**config.mk**
```make
export PLATFORM = sky130hd
export DESIGN_NAME = gapr_sqrt_cell
export DESIGN_NICKNAME = d
export VERILOG_FILES = /design/src/design/gapr_pkg.sv /design/src/design/gapr_sqrt_cell.sv
export SDC_FILE = /design/constraint.sdc
export NUM_CORES = 1
export LEC_CHECK = 0
export BUFFER_PORTS_ARGS = -buffer_cell sky130_fd_sc_hd__buf_2
export CORE_AREA = 2 2 178 110
export CTS_BUF_LIST = sky130_fd_sc_hd__clkbuf_16
export DETAILED_ROUTE_END_ITERATION = 7
export DIE_AREA = 0 0 180 112
export GPL_TIMING_DRIVEN = 0
export PLACE_DENSITY = 0.78
export SLEW_MARGIN = 10
export SYNTH_ARGS = -nofsm -noshare
export SYNTH_HDL_FRONTEND = slang
export SYNTH_SLANG_ARGS = --single-unit
```
**constraint.sdc**
```tcl
create_clock -name i_clk -period 3.1 [get_ports i_clk]
set_input_delay 0.62 -clock i_clk [delete_from_list [all_inputs] [get_ports i_clk]]
set_output_delay 0.62 -clock i_clk [all_outputs]
set_load 0.03 [all_outputs]
```
**src/design/gapr_pkg.sv**
```systemverilog
// Shared types and constants for the gravity-aligned point rotation block.
`timescale 1ns / 1ps
`default_nettype none
package gapr_pkg;

    localparam int COORD_W   = 32;
    localparam int ACCEL_W   = 16;
    localparam int QFRAC     = 14;
    localparam int QUAT_W    = 16;
    localparam int GUARD     = 30 - ACCEL_W;
    localparam int CFG_IDX_W = 1;
    localparam int CFG_DAT_W = 16;

    localparam logic [CFG_IDX_W-1:0] CFG_MIN_ACCEL  = 1'b0;
    localparam logic [CFG_IDX_W-1:0] CFG_FLIP_LIMIT = 1'b1;

    localparam logic [1:0] ST_NORMAL = 2'd0;
    localparam logic [1:0] ST_IDENT  = 2'd1;
    localparam logic [1:0] ST_FLIP   = 2'd2;

    // reset values kept as squares: min magnitude 1, flip limit 16368
    localparam logic [31:0] MIN_SQ_RST  = 32'd1;
    localparam logic [29:0] FLIP_SQ_RST = 30'd267911424;

    typedef struct packed {
        logic signed [COORD_W-1:0] point_x;
        logic signed [COORD_W-1:0] point_y;
        logic signed [COORD_W-1:0] point_z;
        logic signed [ACCEL_W-1:0] accel_x;
        logic signed [ACCEL_W-1:0] accel_y;
        logic signed [ACCEL_W-1:0] accel_z;
    } t_in;

    typedef struct packed {
        logic signed [COORD_W-1:0] rotated_x;
        logic signed [COORD_W-1:0] rotated_y;
        logic signed [COORD_W-1:0] rotated_z;
        logic signed [QUAT_W-1:0]  quat_w;
        logic signed [QUAT_W-1:0]  quat_i;
        logic signed [QUAT_W-1:0]  quat_j;
        logic signed [QUAT_W-1:0]  quat_k;
        logic [1:0]                align_status;
    } t_out;

    typedef struct packed {
        logic [63:0] rem;
        logic [63:0] root;
    } t_sqrt;

endpackage
`default_nettype wire

```
**src/design/gapr_sqrt_cell.sv**
```systemverilog
// One step of the digit-by-digit integer square root chain.
`timescale 1ns / 1ps
`default_nettype none
module gapr_sqrt_cell #(
    parameter int STEP   = 0,
    parameter int SIDE_W = 1
) (
    input  wire                  i_clk,
    input  wire                  i_rst_n,
    input  wire                  i_en,
    input  wire                  i_valid,
    input  gapr_pkg::t_sqrt      i_data,
    input  wire [SIDE_W-1:0]     i_side,
    output logic                 o_valid,
    output gapr_pkg::t_sqrt      o_data,
    output logic [SIDE_W-1:0]    o_side
);

    localparam logic [63:0] BIT = 64'd1 << (62 - 2 * STEP);

    logic            r_valid;
    gapr_pkg::t_sqrt r_data;
    logic [SIDE_W-1:0] r_side;
    logic [63:0]     trial;
    logic            take;
    gapr_pkg::t_sqrt n_data;

    always_comb begin
        trial = i_data.root + BIT;
        take  = i_data.rem >= trial;
        n_data.rem  = take ? i_data.rem - trial : i_data.rem;
        n_data.root = take ? (i_data.root >> 1) + BIT : i_data.root >> 1;
    end

    always_ff @(posedge i_clk) begin
        if (!i_rst_n) begin
            r_valid <= 1'b0;
        end else if (i_en) begin
            r_valid <= i_valid;
        end
    end

    always_ff @(posedge i_clk) begin
        if (i_en) begin
            r_data <= n_data;
            r_side <= i_side;
        end
    end

    assign o_valid = r_valid;
    assign o_data  = r_data;
    assign o_side  = r_side;

endmodule
`default_nettype wire

```
==> results.ini, run 1 <==
[status]
outcome=finished, final reports clean

[drt]
vias_per_cell=5.62
antenna_left=0
drt_iter0_drc=790
vias=8203
wl_um=26600
drc=0
drtPass1Iterations=5
routedWlPerCell_um=18.2

[power]
fin_total_pwr_mw=6.61
cellInternalPower_mw=4.37
leakagePower_nw=5.24
power_density_nw_per_um2=569
combPwrFrac_pct=31.7
vdd_drop_max_mv=0.456
p_sw_mw=2.24
clkPwrFrac_pct=34.4
netSwitchingFraction_pct=33.8
pwr-share-seq_pct=33.9

[timing]
fmax_mhz=328
period_share_pct=98.4
skew_ns=0
slew_violations=0
grt_setup_unrepaired=true
setup_viol=0
fin_crit_ns=3.05
max-slew-margin-rel_pct=63.6
holdWs_ns=0.368
setup_tns_ns=0
worst_pin_slew_ns=0.546
hold_violations=0

[synth]
synth_seq_area_share_pct=44.3
yosys.area.top_type=edfxtp_1
syn_nets=1114
async_reset_ff_share_pct=0
yosys_register_bits=130
synth_area_leaders=edfxtp_1 44%, ha_1 9.1%, o21ai_0 5.0%
synthFlopType=edfxtp_1
synth_cell_types=65
synthTopCellsByCount=129 x edfxtp_1, 106 x nand2_1, 88 x o21ai_0
synth_cells=916
synth.top_cell.area_share_pct=44.1
yosysMostFrequentCell=edfxtp_1
yosys_warnings=0
avgSynthCellArea_um2=9.60
syn-cell-area_um2=8790
synth-edff-count=129

[final_layout]
finalNetCount=1398
fin_util_pct=62.5
drive_gt1_share_pct=32.7
area_growth_syn_to_layout_pct=32.1

[grt]
grt_pass1_vias=7655
antenna_found_initial=1
overflow=0
grt_max_degree=75
grt_usage_pct=25.9
grt_pass1_wl_um=40900

[worst_setup_path]
crit_arrival_ns=3.23
slowest_delay_ns=0.32
rr_worst_depth=2
critPathSlowestCell=a31oi_4
rr_startpoint=o_valid
endpoint_kind=flip-flop
reg2reg_setup_slack_ns=2.52
r2r_end=o_valid
critPathRequiredTime_ns=3.28
cp-start-kind=input pin
worstPathMaxFanout=9
path_class=in2reg
path_cells=buf_2 -> inv_1 -> ha_1 -> buf_2 -> a21oi_1 -> o21bai_1 -> a21oi_1 -> o21a_1 -> a31oi_4 -> a31oi_4 -> o211ai_1 -> buf_4 -> o21ai_0 -> xnor2_1 -> o21ai_0

[worst_hold_path]
hold_path.class=in2reg
hold_depth=1
holdCritStartpoint=i_data[39]
whs_endpoint=o_data[38]

[floorplanning]
die_y_um=112
ioPinCount=263
fp.coreArea_um2=18600
rows=39
die_area_um2=20200
initial_core_util_pct=47.3
die-width_um=180

[clocking]
cts_tree=done
numClockSinks=130
htree_num_levels=4
cts_root_buf=clkbuf_16
clkTransAtPathRegs_ns=0.06
insertion_delay_ns=0.43
clock_path_buffers=2
cts_buffers=17

[place]
port_buffers=262
gp_congestion=0.912
dp_hpwl_um=20400

[flow_run]
cap_violations=0

routing by layer:
metal	share of wire [%]	GRT usage, %	vias up	wire, µm
li1	-	-	3934	-
met1	48	38.8	3847	12900
met2	41	36.7	395	11000
met3	8.9	7.10	27	2370
met4	1.4	6.78	0	369
met5	0	0	-	0
logic make-up (layout without fill, tap and decap cells):
family	Yosys count	after routing	synth area share (%)
AOI/OAI and AO/OA	303	303	21.4
and+or+nand+nor	236	236	12.9
DFF	130	130	44.3
buffers and inverters	117	414	5.39
adders and majority gates	65	65	9.34
xor gates and xnor gates	58	58	5.78
muxes	7	7	0.868
other	0	1	0
metrics by stage:
step | instance area [µm²] | instances | setup WS, ns
2_1_floorplan | 8840 | 916 | 0.00586
3_3_place_gp | 10500 | 1424 | -0.939
3_5_place_dp | 10500 | 1425 | -0.912
4_1_cts | 11400 | 1465 | -0.00196
5_1_grt | 11600 | 1460 | -0.0361
6_report | 11600 | 1460 | 0.0485
placed cells by master (no fill, tap or decap), types with 12 or more instances in the layout:
master | synthesis | layout
xor2_1 | 25 | 25
o21bai_1 | 21 | 20
buf_2 | 13 | 268
nand4_1 | 24 | 24
a21oi_1 | 86 | 77
o21ai_0 | 88 | 83
clkbuf_16 | 0 | 19
nor3_1 | 15 | 12
ha_1 | 64 | 58
a21o_1 | 45 | 45
edfxtp_1 | 129 | 129
xnor2_1 | 33 | 33
nor2_1 | 37 | 36
nand2_1 | 106 | 105
inv_1 | 80 | 78
buf_4 | 3 | 16
registers in the layout, indices dropped and copies added (netlist names):
name / count
o_side: 1
o_data: 128
o_valid: 1
what timing repair did:
item | CTS | global route
endpoints found under the setup margin | 65 | 64
resized for setup | 33 | 49
hold buffers | 0 | 0
pin swaps | 9 | 15
endpoints found under the hold margin | 0 | 0
setup buffers | 9 | 6
gates cloned | 0 | 2
power groups by stage:
stage	Clock, mW	Combinational [mW]	Sequential (mW)
5_1_grt	2.37	2.25	2.26
3_3_place_gp	0	1.89	2.28
4_1_cts	2.29	1.99	2.25
2_1_floorplan	0	0.891	2.71
3_5_place_dp	0	1.92	2.28
6_report	2.27	2.09	2.24
cell type report:
| type | count | area, µm² |
|---|---|---|
| diodes | 1 | 2.50 |
| well taps | 246 | 308 |
| repair buffers | 280 | 1520 |
| fillers | 1564 | 6980 |
| plain buffers | 22 | 175 |
| clock buffers | 17 | 425 |
| clock inverters | 15 | 230 |
| multi-input cells | 669 | 4760 |
| flip-flops and latches | 130 | 3890 |
| inverters | 80 | 300 |
critical path, delay by kind of cell:
kind | cells | cell delay [ns]
AO/OA/AOI/OAI | 9 | 1.70
XOR/XNOR | 1 | 0.15
adder cells (fa/ha/maj) | 1 | 0.27
buffers and inverters | 4 | 0.48
worst max-delay path by stage:
stage                    start     endpoint
global route        i_data[50]  o_data[126]
global placement     i_data[1]  o_data[127]
detailed placement   i_data[1]  o_data[127]
floorplan           i_data[64]  o_data[126]
finish              i_data[12]  o_data[127]
CTS                 i_data[64]   o_data[96]
Note: power is estimated with default switching activity, not from simulation.
==> run 2, diff against run 1 <==
- MAX_ROUTING_LAYER: not set -> met4
==> results.ini, run 2 (synthesis gave the netlist of run 1 again) <==
[status]
outcome=finished, final reports clean

[clocking]
clkTransAtPathRegs_ns=0.06  ; about the same
htree_num_levels=4  ; unchanged
cts_buffers=17  ; unchanged
insertion_delay_ns=0.42  ; about the same
hold_buffers=0  ; unchanged
clock_path_buffers=2  ; unchanged
numClockSinks=130  ; unchanged
cts_tree=done
cts_root_buf=clkbuf_16

[drt]
drt_iter0_drc=748  ; -5.3%
vias=8218  ; +0.18%
routedWlPerCell_um=18.2  ; -0.30%
antenna_left=0  ; unchanged
vias_per_cell=5.59  ; -0.50%
wl_um=26700  ; +0.38%
drtPass1Iterations=7  ; +2
drc=0  ; unchanged

[floorplanning]
initial_core_util_pct=47.3  ; unchanged
die_y_um=112  ; unchanged
ioPinCount=263  ; unchanged
die-width_um=180  ; unchanged
rows=39  ; unchanged
fp.coreArea_um2=18600  ; unchanged
die_area_um2=20200  ; unchanged

[final_layout]
layout_common_cells=266 x buf_2, 129 x edfxtp_1, 106 x nand2_1, 80 x o21ai_0, 79 x inv_1
finalNetCount=1409  ; +0.79%
antenna_cells=0  ; -1
multi_input_area_um2=4770  ; +0.39%
fill_cells=1559  ; -0.32%
drive_gt1_share_pct=33.1  ; +0.36 points
seqCellArea_um2=3890  ; unchanged
largest_register_ffs=128  ; unchanged
area_growth_syn_to_layout_pct=33.0
mostFrequentLayoutCell=buf_2
fin_util_pct=62.9  ; +0.44 points
fin_area_um2=11700  ; +0.71%

[timing]
fmax_mhz=327  ; -0.36%
hold_violations=0  ; unchanged
max-slew-margin-rel_pct=57.8  ; -5.8 points
worst_pin_slew_ns=0.632  ; +0.0868 ns
skew_ns=0  ; unchanged
grt_setup_unrepaired=true
period_share_pct=98.8  ; +0.35 points
slew_violations=0  ; unchanged
setup_slack_ns=0.0375  ; -0.0110 ns
setup_viol=0  ; unchanged
fin_crit_ns=3.06  ; +0.0110 ns

[power]
leakagePower_nw=5.31  ; +1.3%
vdd_drop_max_mv=0.372  ; -18%
fin_total_pwr_mw=6.51  ; -1.5%
power_density_nw_per_um2=557  ; -2.2%

[grt]
grt_usage_pct=27.0  ; +1.1 points
grt_pass1_wl_um=41300  ; +1.1%
overflow=0  ; unchanged
antenna_found_initial=0  ; -1
grt_pass1_vias=7780  ; +1.6%
grt_max_degree=69  ; -8.0%

[worst_setup_path]
path_cells=buf_2 -> inv_1 -> ha_1 -> nor2b_1 -> o2111ai_2 -> a21boi_4 -> o21ai_2 -> a2111oi_4 -> nor2_1 -> o21bai_1 -> a21oi_1 -> xnor2_1 -> o21ai_0
critPathRequiredTime_ns=3.28  ; about the same
path_class=in2reg
endpoint_kind=flip-flop
critPathSlowestCell=a2111oi_4
worstPathMaxFanout=4  ; -5
rr_startpoint=o_valid
crit_path_start=i_data[1]
crit_arrival_ns=3.24  ; about the same
slowest_delay_ns=0.44  ; +0.12 ns
cp-start-kind=input pin

[place]
pre_cts_ws_ns=-0.935  ; -0.0225 ns
dp_hpwl_um=20300  ; -0.29%
dpl_cell_area_um2=10500  ; unchanged
port_buffers=262  ; unchanged
gp_congestion=0.921  ; +0.91%

[flow_run]
cap_violations=0  ; unchanged

[worst_hold_path]
holdCritStartpoint=i_data[9]
hold_path.class=in2reg

==> run 2: changes by cell type in the layout (fill, tap and decap cells not counted), sizes merged <==
cell,change
diode,-1
clkinvlp,-2
bufinv,-1
buf,+11
clkinv,+3
==> run 2: cell type report <==
type                       instances  share of cell area [%]
clock buffer                      17                    3.64
buffer                            23                    1.74
clock inverter                    15                    1.65
timing repair buffer             290                    13.7
tap                              246                    2.63
sequential                       130                    33.3
inverter                          80                    2.57
multi-input combinational        669                    40.8
==> run 2: report_power, final <==
group / internal [mW] / switching (mW)
registers: 2.19 / 0.0514
logic: 0.771 / 1.36
clock network: 1.34 / 0.792
total: 4.31 / 2.21
==> run 2: final timing paths <==
check        cells past startpoint           to  slack (ns)
max                             13  o_data[101]        0.04
min                              1    o_data[8]        0.38
max reg2reg                      2      o_valid        2.51
min reg2reg                      2      o_valid        0.53
==> run 2: repair_timing <==
| action | CTS | global route |
|---|---|---|
| setup endpoints to repair | 64 | 65 |
| cloned | 0 | 2 |
| gates resized for setup | 38 | 65 |
| buffers inserted | 8 | 17 |
| pin swaps | 8 | 21 |
==> run 2: per-layer routing <==
metal  vias to the layer above  global-route usage (%)  share of wire, %
li1                       3942                       -                 -
met1                      3875                    39.8                49
met2                       379                    37.5                42
met3                        22                    6.35               8.3
met4                         0                    5.96              0.85
met5                         -                       -                 0
==> run 2: critical path, delay by kind of cell <==
kind	cells	cell delay [ns]
AND/OR/NAND/NOR	2	0.40
AO/OA/AOI/OAI	7	1.58
adder cells (fa/ha/maj)	1	0.29
XOR/XNOR	1	0.15
buffers and inverters	2	0.20
==> run 2: metrics by stage <==
| stage | instances | setup TNS [ns] | hold slack [ns] |
|---|---|---|---|
| 2_1_floorplan | 916 | 0 | 0.640 |
| 3_3_place_gp | 1424 | -50.59 | 0.513 |
| 3_5_place_dp | 1425 | -40.61 | 0.520 |
| 4_1_cts | 1460 | -0.00385 | 0.362 |
| 5_1_grt | 1470 | -0.531 | 0.352 |
| 6_report | 1470 | 0 | 0.377 |
