--- src/design/gapr_div_cell.sv ---
// One quotient bit of the three-lane restoring divider chain.
`timescale 1ns / 1ps
`default_nettype none
module gapr_div_cell #(
    parameter int STEP   = 0,
    parameter int FB     = 14,
    parameter int SIDE_W = 1
) (
    input  wire                   i_clk,
    input  wire                   i_rst_n,
    input  wire                   i_en,
    input  wire                   i_valid,
    input  wire [31:0]            i_div,
    input  wire [2:0][32:0]       i_rem,
    input  wire [2:0][FB:0]       i_low,
    input  wire [2:0][FB:0]       i_quo,
    input  wire [SIDE_W-1:0]      i_side,
    output logic                  o_valid,
    output logic [31:0]           o_div,
    output logic [2:0][32:0]      o_rem,
    output logic [2:0][FB:0]      o_low,
    output logic [2:0][FB:0]      o_quo,
    output logic [SIDE_W-1:0]     o_side
);

    logic              r_valid;
    logic [31:0]       r_div;
    logic [2:0][32:0]  r_rem;
    logic [2:0][FB:0]  r_low;
    logic [2:0][FB:0]  r_quo;
    logic [SIDE_W-1:0] r_side;
    logic [2:0][32:0]  n_rem;
    logic [2:0][FB:0]  n_quo;
    logic [2:0][32:0]  sh;
    logic [2:0]        take;

    always_comb begin
        for (int l = 0; l < 3; l++) begin
            sh[l]    = {i_rem[l][31:0], i_low[l][FB-STEP]};
            take[l]  = sh[l] >= {1'b0, i_div};
            n_rem[l] = take[l] ? sh[l] - {1'b0, i_div} : sh[l];
            n_quo[l] = i_quo[l] | ((FB + 1)'(take[l]) << (FB - STEP));
        end
    end

    always_ff @(posedge i_clk) begin
        if (!i_rst_n) begin
            r_valid <= 1'b0;
        end else if (i_en) begin
            r_valid <= i_valid;
        end
    end

    always_ff @(posedge i_clk) begin
        if (i_en) begin
            r_div  <= i_div;
            r_rem  <= n_rem;
            r_low  <= i_low;
            r_quo  <= n_quo;
            r_side <= i_side;
        end
    end

    assign o_valid = r_valid;
    assign o_div   = r_div;
    assign o_rem   = r_rem;
    assign o_low   = r_low;
    assign o_quo   = r_quo;
    assign o_side  = r_side;

endmodule
`default_nettype wire

--- config.mk ---
export PLATFORM = sky130hd
export DESIGN_NAME = gapr_div_cell
export DESIGN_NICKNAME = d
export VERILOG_FILES = /design/src/design/gapr_div_cell.sv
export SDC_FILE = /design/constraint.sdc
export NUM_CORES = 1
export LEC_CHECK = 0
export BUFFER_PORTS_ARGS = -buffer_cell sky130_fd_sc_hd__buf_2
export CORE_AREA = 2 2 173 175
export DETAILED_ROUTE_END_ITERATION = 7
export DIE_AREA = 0 0 175 177
export PLACE_DENSITY = 0.73
export SETUP_SLACK_MARGIN = 0.5
export SYNTH_ARGS = -nofsm -noshare
export SYNTH_HDL_FRONTEND = slang
export SYNTH_SLANG_ARGS = --single-unit
export TNS_END_PERCENT = 30
--- constraint.sdc ---
create_clock -name i_clk -period 7.4 [get_ports i_clk]
set_input_delay 1.48 -clock i_clk [delete_from_list [all_inputs] [get_ports i_clk]]
set_output_delay 1.48 -clock i_clk [all_outputs]
set_load 0.05 [all_outputs]
==> flow_metrics.py, run 1 <==
metrics = {
    "drt": {
        "wl_met3_mm": 3.30,
        "ant_nets": 0,
        "via_per_inst": 5.55,
        "drtIter0Drc": 914,
        "wl_per_cell_um": 20.4,
        "via_count": 11600,
        "highest_layer": "met5",
        "wl_met1_mm": 16.4,
        "dr.pass1.iters": 5,
        "routed_wl_mm": 42.4,
        "wl_met2_mm": 21.2,
        "drc": 0,
    },
    "placed_design": {
        "place_ws_ns": 2.20,
        "hpwl_mm": 33.6,
        "place_congestion": 0.895,
        "numPortBuffers": 445,
    },
    "synthesis": {
        "synth_flop_cell": "edfxtp_1",
        "syn-num-nets": 1553,
        "synth-edff-count": 222,
        "syn_avg_cell_area_um2": 10.9,
        "async_reset_ff_frac": 0,
        "ys_ff_latch": 223,
        "synth_cell_types": 73,
        "synth_area_mm2": 0.0134,
        "yosysWarningCount": 0,
        "syn_inst": 1228,
        "seq_area_frac_synth": 0.498,
    },
    "sta": {
        "fin_crit_sh": 0.633,
        "finalSetupViolCount": 0,
        "final_max_slew_viol_count": 0,
        "setup_slack_ns": 2.71,
        "rsz0062_at_grt": "no",
        "final.setup_skew_ns": 0,
        "finalCriticalPeriod_ns": 4.69,
        "fmax_mhz": 213,
        "relSlewSlack": 0.341,
        "tns_ns": 0,
        "final_hold_viol_count": 0,
        "worstMarginPinSlew_ns": 0.986,
    },
    "grt": {
        "grt-ovfl-total": 0,
        "grt_pass1_wl_mm": 62.7,
        "grt_max_degree": 104,
        "grt_pass1_vias": 11100,
        "grt_use_total": 0.263,
        "antenna_found_initial": 9,
    },
    "min_path": {
        "hold_depth": 2,
        "min_from": "o_valid",
        "min_to": "o_valid",
        "hp-class": "flop to flop",
    },
    "critical_path": {
        "reg2reg_depth": 2,
        "r2r_end": "o_valid",
        "required_ns": 7.66,
        "r2r_setup_slack_ns": 6.79,
        "worstPathMaxFanout": 25,
        "cp-start-kind": "input pin",
        "endpoint_kind": "flop",
        "critPathKind": "input pin to flop",
        "crit_arrival_ns": 4.95,
        "r2r-start": "o_valid",
    },
    "layout": {
        "final_layout_size_suffix_gt1_frac": 0.321,
        "syn2layout_area_growth_pct": 25.3,
        "seqCellArea_mm2": 0.00669,
        "nets": 1993,
        "fillers": 2572,
        "multi_input_area_mm2": 0.00634,
    },
    "floorplanning": {
        "core_area_mm2": 0.0292,
        "dieArea_mm2": 0.0310,
        "num_rows": 63,
        "die_height_um": 177,
        "start_util": 0.459,
        "io_pins": 449,
        "die_w_um": 175,
    },
    "run_status": {
        "status": "finished, final reports clean",
    },
    "clock_network": {
        "ctsResizeCount": 0,
        "clock_path_buffers": 3,
        "postCtsSetupRepairBufs": 0,
        "root_buffer": "clkbuf_16",
        "htree_levels": 1,
        "clkSlewWorstSetupHoldPaths_ns": 0.06,
        "clk_latency_ns": 0.53,
        "cts_tree": "yes",
        "clkSinkCount": 223,
        "cts-buffers-inserted": 25,
        "holdBufCountCts": 0,
    },
    "power_and_ir_drop": {
        "max-vdd-ir-drop_mv": 0.159,
        "power.density_mw_per_mm2": 253,
        "leakagePower_uw": 0.00749,
    },
    "job": {
        "maxCapViolations": 0,
    },
}
state kept, by name, summed over array words and instances (netlist names):
register  flops
o_div        32
o_low        45
o_quo        45
o_rem        99
o_side        1
o_valid       1
synth_stat cells (all sizes together) (12+ instances only):
cell type / count / share of area
xor2: 27 / 0.018
nor3: 16 / 0.0060
nand2: 90 / 0.025
nand2b: 12 / 0.0056
nand4: 17 / 0.0079
a21o: 57 / 0.032
o21ai: 97 / 0.036
and3: 17 / 0.0079
xnor2: 44 / 0.029
o21bai: 13 / 0.0073
nor2: 96 / 0.027
mux2: 28 / 0.028
inv: 65 / 0.018
clkbuf: 25 / 0.0070
o21a: 15 / 0.0084
ha: 96 / 0.089
buf: 13 / 0.0060
a21oi: 109 / 0.041
nand3: 19 / 0.0071
edfxtp: 222 / 0.50
metal layers:
layer  vias up  GRT usage
met5         -          0
met4         6     0.0951
met3        90     0.0584
met2       459      0.463
met1      5454      0.316
li1       5551          -
cell families after synthesis:
kind of cell,share of synthesized area
AND/OR/NAND/NOR,0.108
AO/OA/AOI/OAI,0.192
XOR/XNOR,0.0463
multiplexers,0.0305
buffers and inverters,0.0311
adder cells (fa/ha/maj),0.0939
flip-flops,0.498
through the flow:
stage	util	area [µm²]	hold slack, ns	cells	total power [µW]
floorplan	-	13400	0.743	1228	2700
global placement	0.548	16000	0.507	2031	3070
detailed placement	0.548	16000	0.542	2031	3090
CTS	0.575	16800	0.554	2077	4290
global route	0.575	16800	0.595	2080	4450
finish	0.576	16800	0.551	2083	4260
power breakdown:
part	switching, µW	internal [µW]	total, µW	leakage (µW)
registers	33.5	1570	1610	0.00218
clock network	507	684	1190	0.000379
logic	1040	429	1460	0.00493
total	1580	2690	4260	0.00749
how the worst max path moves through the flow:
stage / start / end / slack (ns) / cells past startpoint
finish: i_div[11] / o_rem[69] / 2.71 / 11
global route: i_div[12] / o_rem[76] / 2.50 / 11
CTS: i_div[11] / o_rem[69] / 2.75 / 11
detailed placement: i_div[12] / o_rem[70] / 2.20 / 11
global placement: i_div[13] / o_rem[75] / 2.27 / 11
floorplan: i_div[1] / o_rem[67] / 3.18 / 11
placed cells by master (no fill, tap or decap), types with 7 or more instances in the layout:
| cell type | count |
|---|---|
| nor2_1 | 95 |
| a21o_1 | 57 |
| a31oi_1 | 10 |
| a221oi_1 | 7 |
| ha_1 | 96 |
| mux2_2 | 10 |
| inv_1 | 65 |
| o21a_1 | 15 |
| o21bai_1 | 13 |
| buf_2 | 444 |
| xor2_1 | 27 |
| nand4_1 | 17 |
| a21oi_1 | 106 |
| nand2_1 | 90 |
| xnor2_1 | 44 |
| o211ai_1 | 9 |
| a211oi_1 | 11 |
| and3_1 | 17 |
| o21ai_0 | 93 |
| mux2_4 | 17 |
| or2_2 | 7 |
| nand2b_1 | 12 |
| clkbuf_16 | 25 |
| nand3_1 | 19 |
| nor3_1 | 16 |
| nor2b_1 | 11 |
| edfxtp_1 | 222 |
area by class of cell:
| type | instances | area share |
|---|---|---|
| Clock inverter | 14 | 0.00602 |
| Sequential cell | 223 | 0.397 |
| Inverter | 65 | 0.0145 |
| Tap cell | 390 | 0.0290 |
| Antenna cell | 6 | 0.000892 |
| Multi-Input combinational cell | 902 | 0.376 |
| Timing Repair Buffer | 451 | 0.136 |
| Clock buffer | 32 | 0.0405 |
critical path: stages:
cell and delay, ns:
buf_2 0.09, inv_1 0.13, ha_1 0.47, nand2_1 0.08, nor2_1 0.29, nand4_1 0.19, a21oi_1 0.33, o41a_1 0.40
a311oi_4 0.25, nor2_4 0.81, mux2_2 0.42
Note: power is estimated with default switching activity, not from simulation.
==> inputs of run 2 (changes only) <==
--- a/config.mk
+++ b/config.mk
@@ -9,7 +9,7 @@
 export CORE_AREA = 2 2 173 175
 export DETAILED_ROUTE_END_ITERATION = 7
 export DIE_AREA = 0 0 175 177
-export PLACE_DENSITY = 0.73
+export PLACE_DENSITY = 0.76
 export SETUP_SLACK_MARGIN = 0.5
 export SYNTH_ARGS = -nofsm -noshare
 export SYNTH_HDL_FRONTEND = slang
==> constraint.sdc (replaced) <==
create_clock -name i_clk -period 4.1 [get_ports i_clk]
set_input_delay 0.82 -clock i_clk [delete_from_list [all_inputs] [get_ports i_clk]]
set_output_delay 0.82 -clock i_clk [all_outputs]
set_load 0.05 [all_outputs]
==> flow_metrics.py, run 2 (synthesis gave the netlist of run 1 again) <==
metrics = {
    "min_path": {
        "hp-class": "input pin to flop",
        "min_from": "i_low[16]",
    },
    "floorplanning": {
        "num_rows": 63,
        "dieArea_mm2": 0.0310,
        "start_util": 0.459,
        "die_w_um": 175,
        "io_pins": 449,
        "core_area_mm2": 0.0292,
        "die_height_um": 177,
    },
    "sta": {
        "relSlewSlack": 0.375,
        "final_max_slew_viol_count": 0,
        "final.setup_skew_ns": 0,
        "finalSetupViolCount": 0,
        "fmax_mhz": 285,
        "setup_slack_ns": 0.592,
        "rsz0062_at_grt": "no",
        "finalCriticalPeriod_ns": 3.51,
        "final_hold_viol_count": 0,
        "fin_crit_sh": 0.856,
        "tns_ns": 0,
        "worstMarginPinSlew_ns": 0.937,
    },
    "drt": {
        "via_count": 11900,
        "drtIter0Drc": 892,
        "routed_wl_mm": 44.6,
        "ant_nets": 0,
        "dr.pass1.iters": 8,
        "wl_met3_mm": 3.59,
        "wl_per_cell_um": 20.8,
        "drc": 0,
        "via_per_inst": 5.55,
        "wl_met2_mm": 21.5,
        "wl_met1_mm": 17.1,
        "highest_layer": "met5",
    },
    "placed_design": {
        "numPortBuffers": 445,
        "place_ws_ns": 0.00504,
        "place_congestion": 0.917,
        "placed_cells": 2093,
        "hpwl_mm": 35.5,
    },
    "power_and_ir_drop": {
        "seqPwrFrac": 0.364,
        "leakagePower_uw": 0.00786,
        "net-switching-power_uw": 2920,
        "p_sw_frac": 0.365,
        "max-vdd-ir-drop_mv": 0.293,
        "power.density_mw_per_mm2": 459,
        "power_frac_clock": 0.294,
        "combPwrFrac": 0.342,
        "p_int_uw": 5090,
    },
    "clock_network": {
        "cts_tree": "yes",
        "clock_path_buffers": 3,
        "cts-buffers-inserted": 26,
        "clkSinkCount": 223,
        "root_buffer": "clkbuf_16",
        "clkSlewWorstSetupHoldPaths_ns": 0.06,
        "htree_levels": 1,
        "ctsResizeCount": 0,
        "postCtsSetupRepairBufs": 0,
        "clk_latency_ns": 0.53,
        "holdBufCountCts": 0,
    },
    "layout": {
        "syn2layout_area_growth_pct": 29.9,
        "final_layout_size_suffix_gt1_frac": 0.348,
        "final_common_cell": "buf_2",
        "fin_cells": 2145,
        "layout_common_cells": "buf_2 (444), edfxtp_1 (222), a21oi_1 (106)",
        "largest_reg_flops": 99,
        "nets": 2057,
    },
    "critical_path": {
        "r2r_setup_slack_ns": 3.46,
        "critPathKind": "input pin to flop",
        "r2r-start": "o_valid",
        "worstPathMaxFanout": 4,
        "r2r_end": "o_valid",
        "crit_arrival_ns": 3.79,
        "endpoint_kind": "flop",
        "crit_path_start": "i_div[0]",
        "reg2reg_depth": 2,
        "cp-start-kind": "input pin",
        "crit_end": "o_rem[96]",
        "required_ns": 4.38,
    },
    "grt": {
        "grt_pass1_wl_mm": 64.6,
        "grt-ovfl-total": 0,
        "grt_pass1_vias": 11400,
        "grt_use_total": 0.273,
        "grt_max_degree": 79,
        "antenna_found_initial": 5,
    },
    "run_status": {
        "status": "finished, final reports clean",
    },
    "job": {
        "maxCapViolations": 0,
    },
}
[run 2: cell count changes in the layout (fill, tap and decap cells not counted), moves of 2 or more]
cell | before | now
bufinv_16 | 1 | 3
clkinv_2 | 5 | 3
buf_4 | 6 | 64
clkbuf_16 | 25 | 27
clkbuf_8 | 3 | 0
diode_2 | 6 | 3
clkinv_4 | 0 | 2
buf_12 | 0 | 4
inv_6 | 1 | 3
[run 2: area by class of cell]
type	instances	area, µm²
antenna	3	7.51
multi-input combinational	903	6350
sequential	223	6690
timing repair buffer	513	2800
inverter	65	244
tap	390	488
clock inverter	17	179
clock buffer	31	691
fill	2489	11800
[run 2: power by group through the flow]
stage                     Sequential [µW]  Combinational, µW  Clock [µW]
after floorplan                      3880                989           0
after global placement               2950               2690           0
after detailed placement             2950               2720           0
after CTS                            2910               2730        2400
after global routing                 2930               2920        2490
final                                2910               2740        2350
[run 2: how the worst min path moves through the flow]
stage | to | slack (ns) | depth (start not counted)
floorplan | o_valid | 0.74 | 2
CTS | o_low[16] | 0.44 | 1
finish | o_low[16] | 0.45 | 1
detailed placement | o_valid | 0.54 | 2
global placement | o_valid | 0.51 | 2
global route | o_quo[32] | 0.43 | 1
[run 2: critical path, stage by stage]
cell and delay (ns):
buf_2 0.21, ha_1 0.21, inv_1 0.07, fa_1 0.41, a21o_1 0.22, a221oi_2 0.27
a211oi_1 0.18, o22ai_1 0.26, o21ai_1 0.17, or2_2 0.34, a2111o_1 0.42, a41o_1 0.21
[run 2: routing by layer]
layer | vias up | GRT usage
met5 | - | 0
met2 | 537 | 0.470
met4 | 4 | 0.135
met3 | 118 | 0.0595
li1 | 5681 | -
met1 | 5563 | 0.325
[run 2: per-stage QoR]
| step | hold slack, ns | instance area [µm²] | power [µW] | utilization |
|---|---|---|---|---|
| floorplan | 0.743 | 13400 | 4870 | - |
| global placement | 0.507 | 16600 | 5640 | 0.566 |
| detailed placement | 0.541 | 16600 | 5670 | 0.566 |
| CTS | 0.440 | 17400 | 8050 | 0.596 |
| global route | 0.435 | 17400 | 8340 | 0.596 |
| finish | 0.453 | 17400 | 8010 | 0.597 |
==> inputs of run 3 (changes only) <==
--- a/config.mk
+++ b/config.mk
@@ -9,6 +9,7 @@
 export CORE_AREA = 2 2 173 175
 export DETAILED_ROUTE_END_ITERATION = 7
 export DIE_AREA = 0 0 175 177
+export GPL_TIMING_DRIVEN = 0
 export PLACE_DENSITY = 0.76
 export SETUP_SLACK_MARGIN = 0.5
 export SYNTH_ARGS = -nofsm -noshare
==> flow_metrics.py, run 3 (synthesis gave the netlist of run 1 again) <==
metrics = {
    "drt": {
        "wl_met1_mm": 17.4,
        "drc": 0,
        "dr.pass1.iters": 5,
        "via_per_inst": 5.64,
        "highest_layer": "met5",
        "drtIter0Drc": 1032,
        "ant_nets": 0,
        "wl_met3_mm": 4.01,
        "via_count": 12000,
        "wl_per_cell_um": 21.3,
        "routed_wl_mm": 45.0,
        "wl_met2_mm": 21.3,
    },
    "sta": {
        "timing.hold.ws_ns": 0.457,
        "setup_slack_ns": 0.539,
        "final_hold_viol_count": 0,
        "tns_ns": 0,
        "finalCriticalPeriod_ns": 3.56,
        "fin_crit_sh": 0.869,
        "rsz0062_at_grt": "yes",
        "finalSetupViolCount": 0,
        "final.setup_skew_ns": 0,
        "relSlewSlack": 0.397,
        "final_max_slew_viol_count": 0,
        "worstMarginPinSlew_ns": 0.904,
        "fmax_mhz": 281,
    },
    "critical_path": {
        "r2r_setup_slack_ns": 3.46,
        "crit_buf_inv": 3,
        "cpLargestDelayFamily": "compound AO/OA/AOI/OAI gates",
        "required_ns": 4.38,
        "r2r_end": "o_valid",
        "crit_slowest_cell": "or4_1",
        "endpoint_kind": "flop",
        "r2r-start": "o_valid",
        "critPathMostFrequentCell": "buf_2",
        "cp-start-kind": "input pin",
        "critPathKind": "input pin to flop",
        "crit_arrival_ns": 3.84,
        "worstPathCellList": "buf_2 > inv_1 > ha_1 > or4_1 > o22a_1 > o211ai_1 > a21oi_1 > o41ai_4 > buf_2 > mux2_2",
        "max_stage_delay_ns": 0.52,
        "reg2reg_depth": 2,
        "worstPathMaxFanout": 10,
    },
    "clock_network": {
        "cts-buffers-inserted": 26,
        "cts_tree": "yes",
        "clk_latency_ns": 0.53,
        "clkSlewWorstSetupHoldPaths_ns": 0.06,
        "holdBufCountCts": 0,
        "root_buffer": "clkbuf_16",
        "htree_levels": 1,
        "clkSinkCount": 223,
        "clock_path_buffers": 3,
    },
    "min_path": {
        "min_from": "i_quo[2]",
        "hold_depth": 1,
        "hp-class": "input pin to flop",
        "min_to": "o_quo[2]",
    },
    "layout": {
        "final_common_cell": "buf_2",
        "nets": 2031,
        "utilization": 0.585,
        "largest_reg_flops": 99,
        "final_layout_size_suffix_gt1_frac": 0.327,
        "syn2layout_area_growth_pct": 27.3,
        "layout_common_cells": "buf_2 (455), edfxtp_1 (222), a21oi_1 (106)",
        "fin_cells": 2118,
    },
    "power_and_ir_drop": {
        "net-switching-power_uw": 2920,
        "max-vdd-ir-drop_mv": 0.333,
        "p_sw_frac": 0.373,
        "power.density_mw_per_mm2": 457,
        "leakagePower_uw": 0.00761,
        "seqPwrFrac": 0.372,
        "combPwrFrac": 0.346,
        "p_int_uw": 4910,
        "power_frac_clock": 0.283,
    },
    "grt": {
        "grt-ovfl-total": 0,
        "grt_use_total": 0.276,
        "grt_pass1_wl_mm": 65.2,
        "grt_max_degree": 114,
        "antenna_found_initial": 5,
        "grt_pass1_vias": 11500,
    },
    "floorplanning": {
        "die_height_um": 177,
        "core_area_mm2": 0.0292,
        "die_w_um": 175,
        "num_rows": 63,
        "start_util": 0.459,
        "dieArea_mm2": 0.0310,
        "io_pins": 449,
    },
    "placed_design": {
        "placed_cells": 2064,
        "numPortBuffers": 445,
        "place_ws_ns": -0.388,
        "place_congestion": 0.918,
        "hpwl_mm": 35.6,
    },
    "job": {
        "maxCapViolations": 0,
    },
    "run_status": {
        "status": "finished, final reports clean",
    },
}
-- run 3: cell types whose count changed in the layout (fill, tap and decap cells not counted), sizes merged --
| cell | previous run | this run |
|---|---|---|
| diode | 3 | 2 |
| bufinv | 3 | 1 |
| clkbuf | 31 | 60 |
| nor2 | 97 | 96 |
| buf | 513 | 464 |
| inv | 68 | 65 |
-- run 3: worst max path at each step --
stage / from / depth (start not counted) / end / slack [ns]
global route: i_div[9] / 11 / o_rem[43] / 0.41
global placement: i_en / 3 / o_valid / -0.85
CTS: i_div[0] / 12 / o_rem[32] / 0.38
finish: i_div[6] / 10 / o_rem[34] / 0.54
floorplan: i_div[1] / 11 / o_rem[67] / 0.54
detailed placement: i_div[1] / 12 / o_rem[32] / -0.39
-- run 3: area by class of cell --
| class | instances | area (µm²) |
|---|---|---|
| flip-flops and latches | 223 | 6690 |
| clock buffers | 36 | 709 |
| diodes | 2 | 5.00 |
| plain buffers | 38 | 180 |
| clock inverters | 12 | 92.6 |
| repair buffers | 450 | 2290 |
| inverters | 65 | 248 |
| fillers | 2515 | 12100 |
| multi-input cells | 902 | 6400 |
| well taps | 390 | 488 |
-- run 3: layer usage --
metal  track usage  up-vias
li1              -     5619
met1         0.342     5643
met2         0.460      567
met3        0.0621      115
met4         0.128        6
met5             0        -
-- run 3: power by group through the flow --
| stage | sequential [µW] | combinational (µW) | clock (µW) |
|---|---|---|---|
| after CTS | 2910 | 2670 | 2250 |
| after global placement | 2960 | 2630 | 0 |
| after floorplan | 3880 | 989 | 0 |
| after global routing | 2930 | 2870 | 2350 |
| after detailed placement | 2950 | 2660 | 0 |
| final | 2910 | 2710 | 2210 |
-- run 3: worst reg2reg max path, cell delays in order (launching register included) --
cell and delay, ns:
dfxtp_1 0.33, mux2i_1 0.08, nor2b_1 0.16
-- run 3: through the flow --
step	total power, µW	cell area [µm²]
after floorplan	4870	13400
after global placement	5590	16100
after detailed placement	5610	16200
after CTS	7830	17000
after global routing	8150	17100
final	7820	17100
-- run 3: repair_timing --
| action | 4_1_cts | 5_1_grt |
|---|---|---|
| setup endpoints to repair | 33 | 70 |
| pin swaps | 0 | 3 |
| endpoints found under the hold margin | 0 | 0 |
| gates resized for setup | 4 | 19 |
| setup buffers | 0 | 4 |
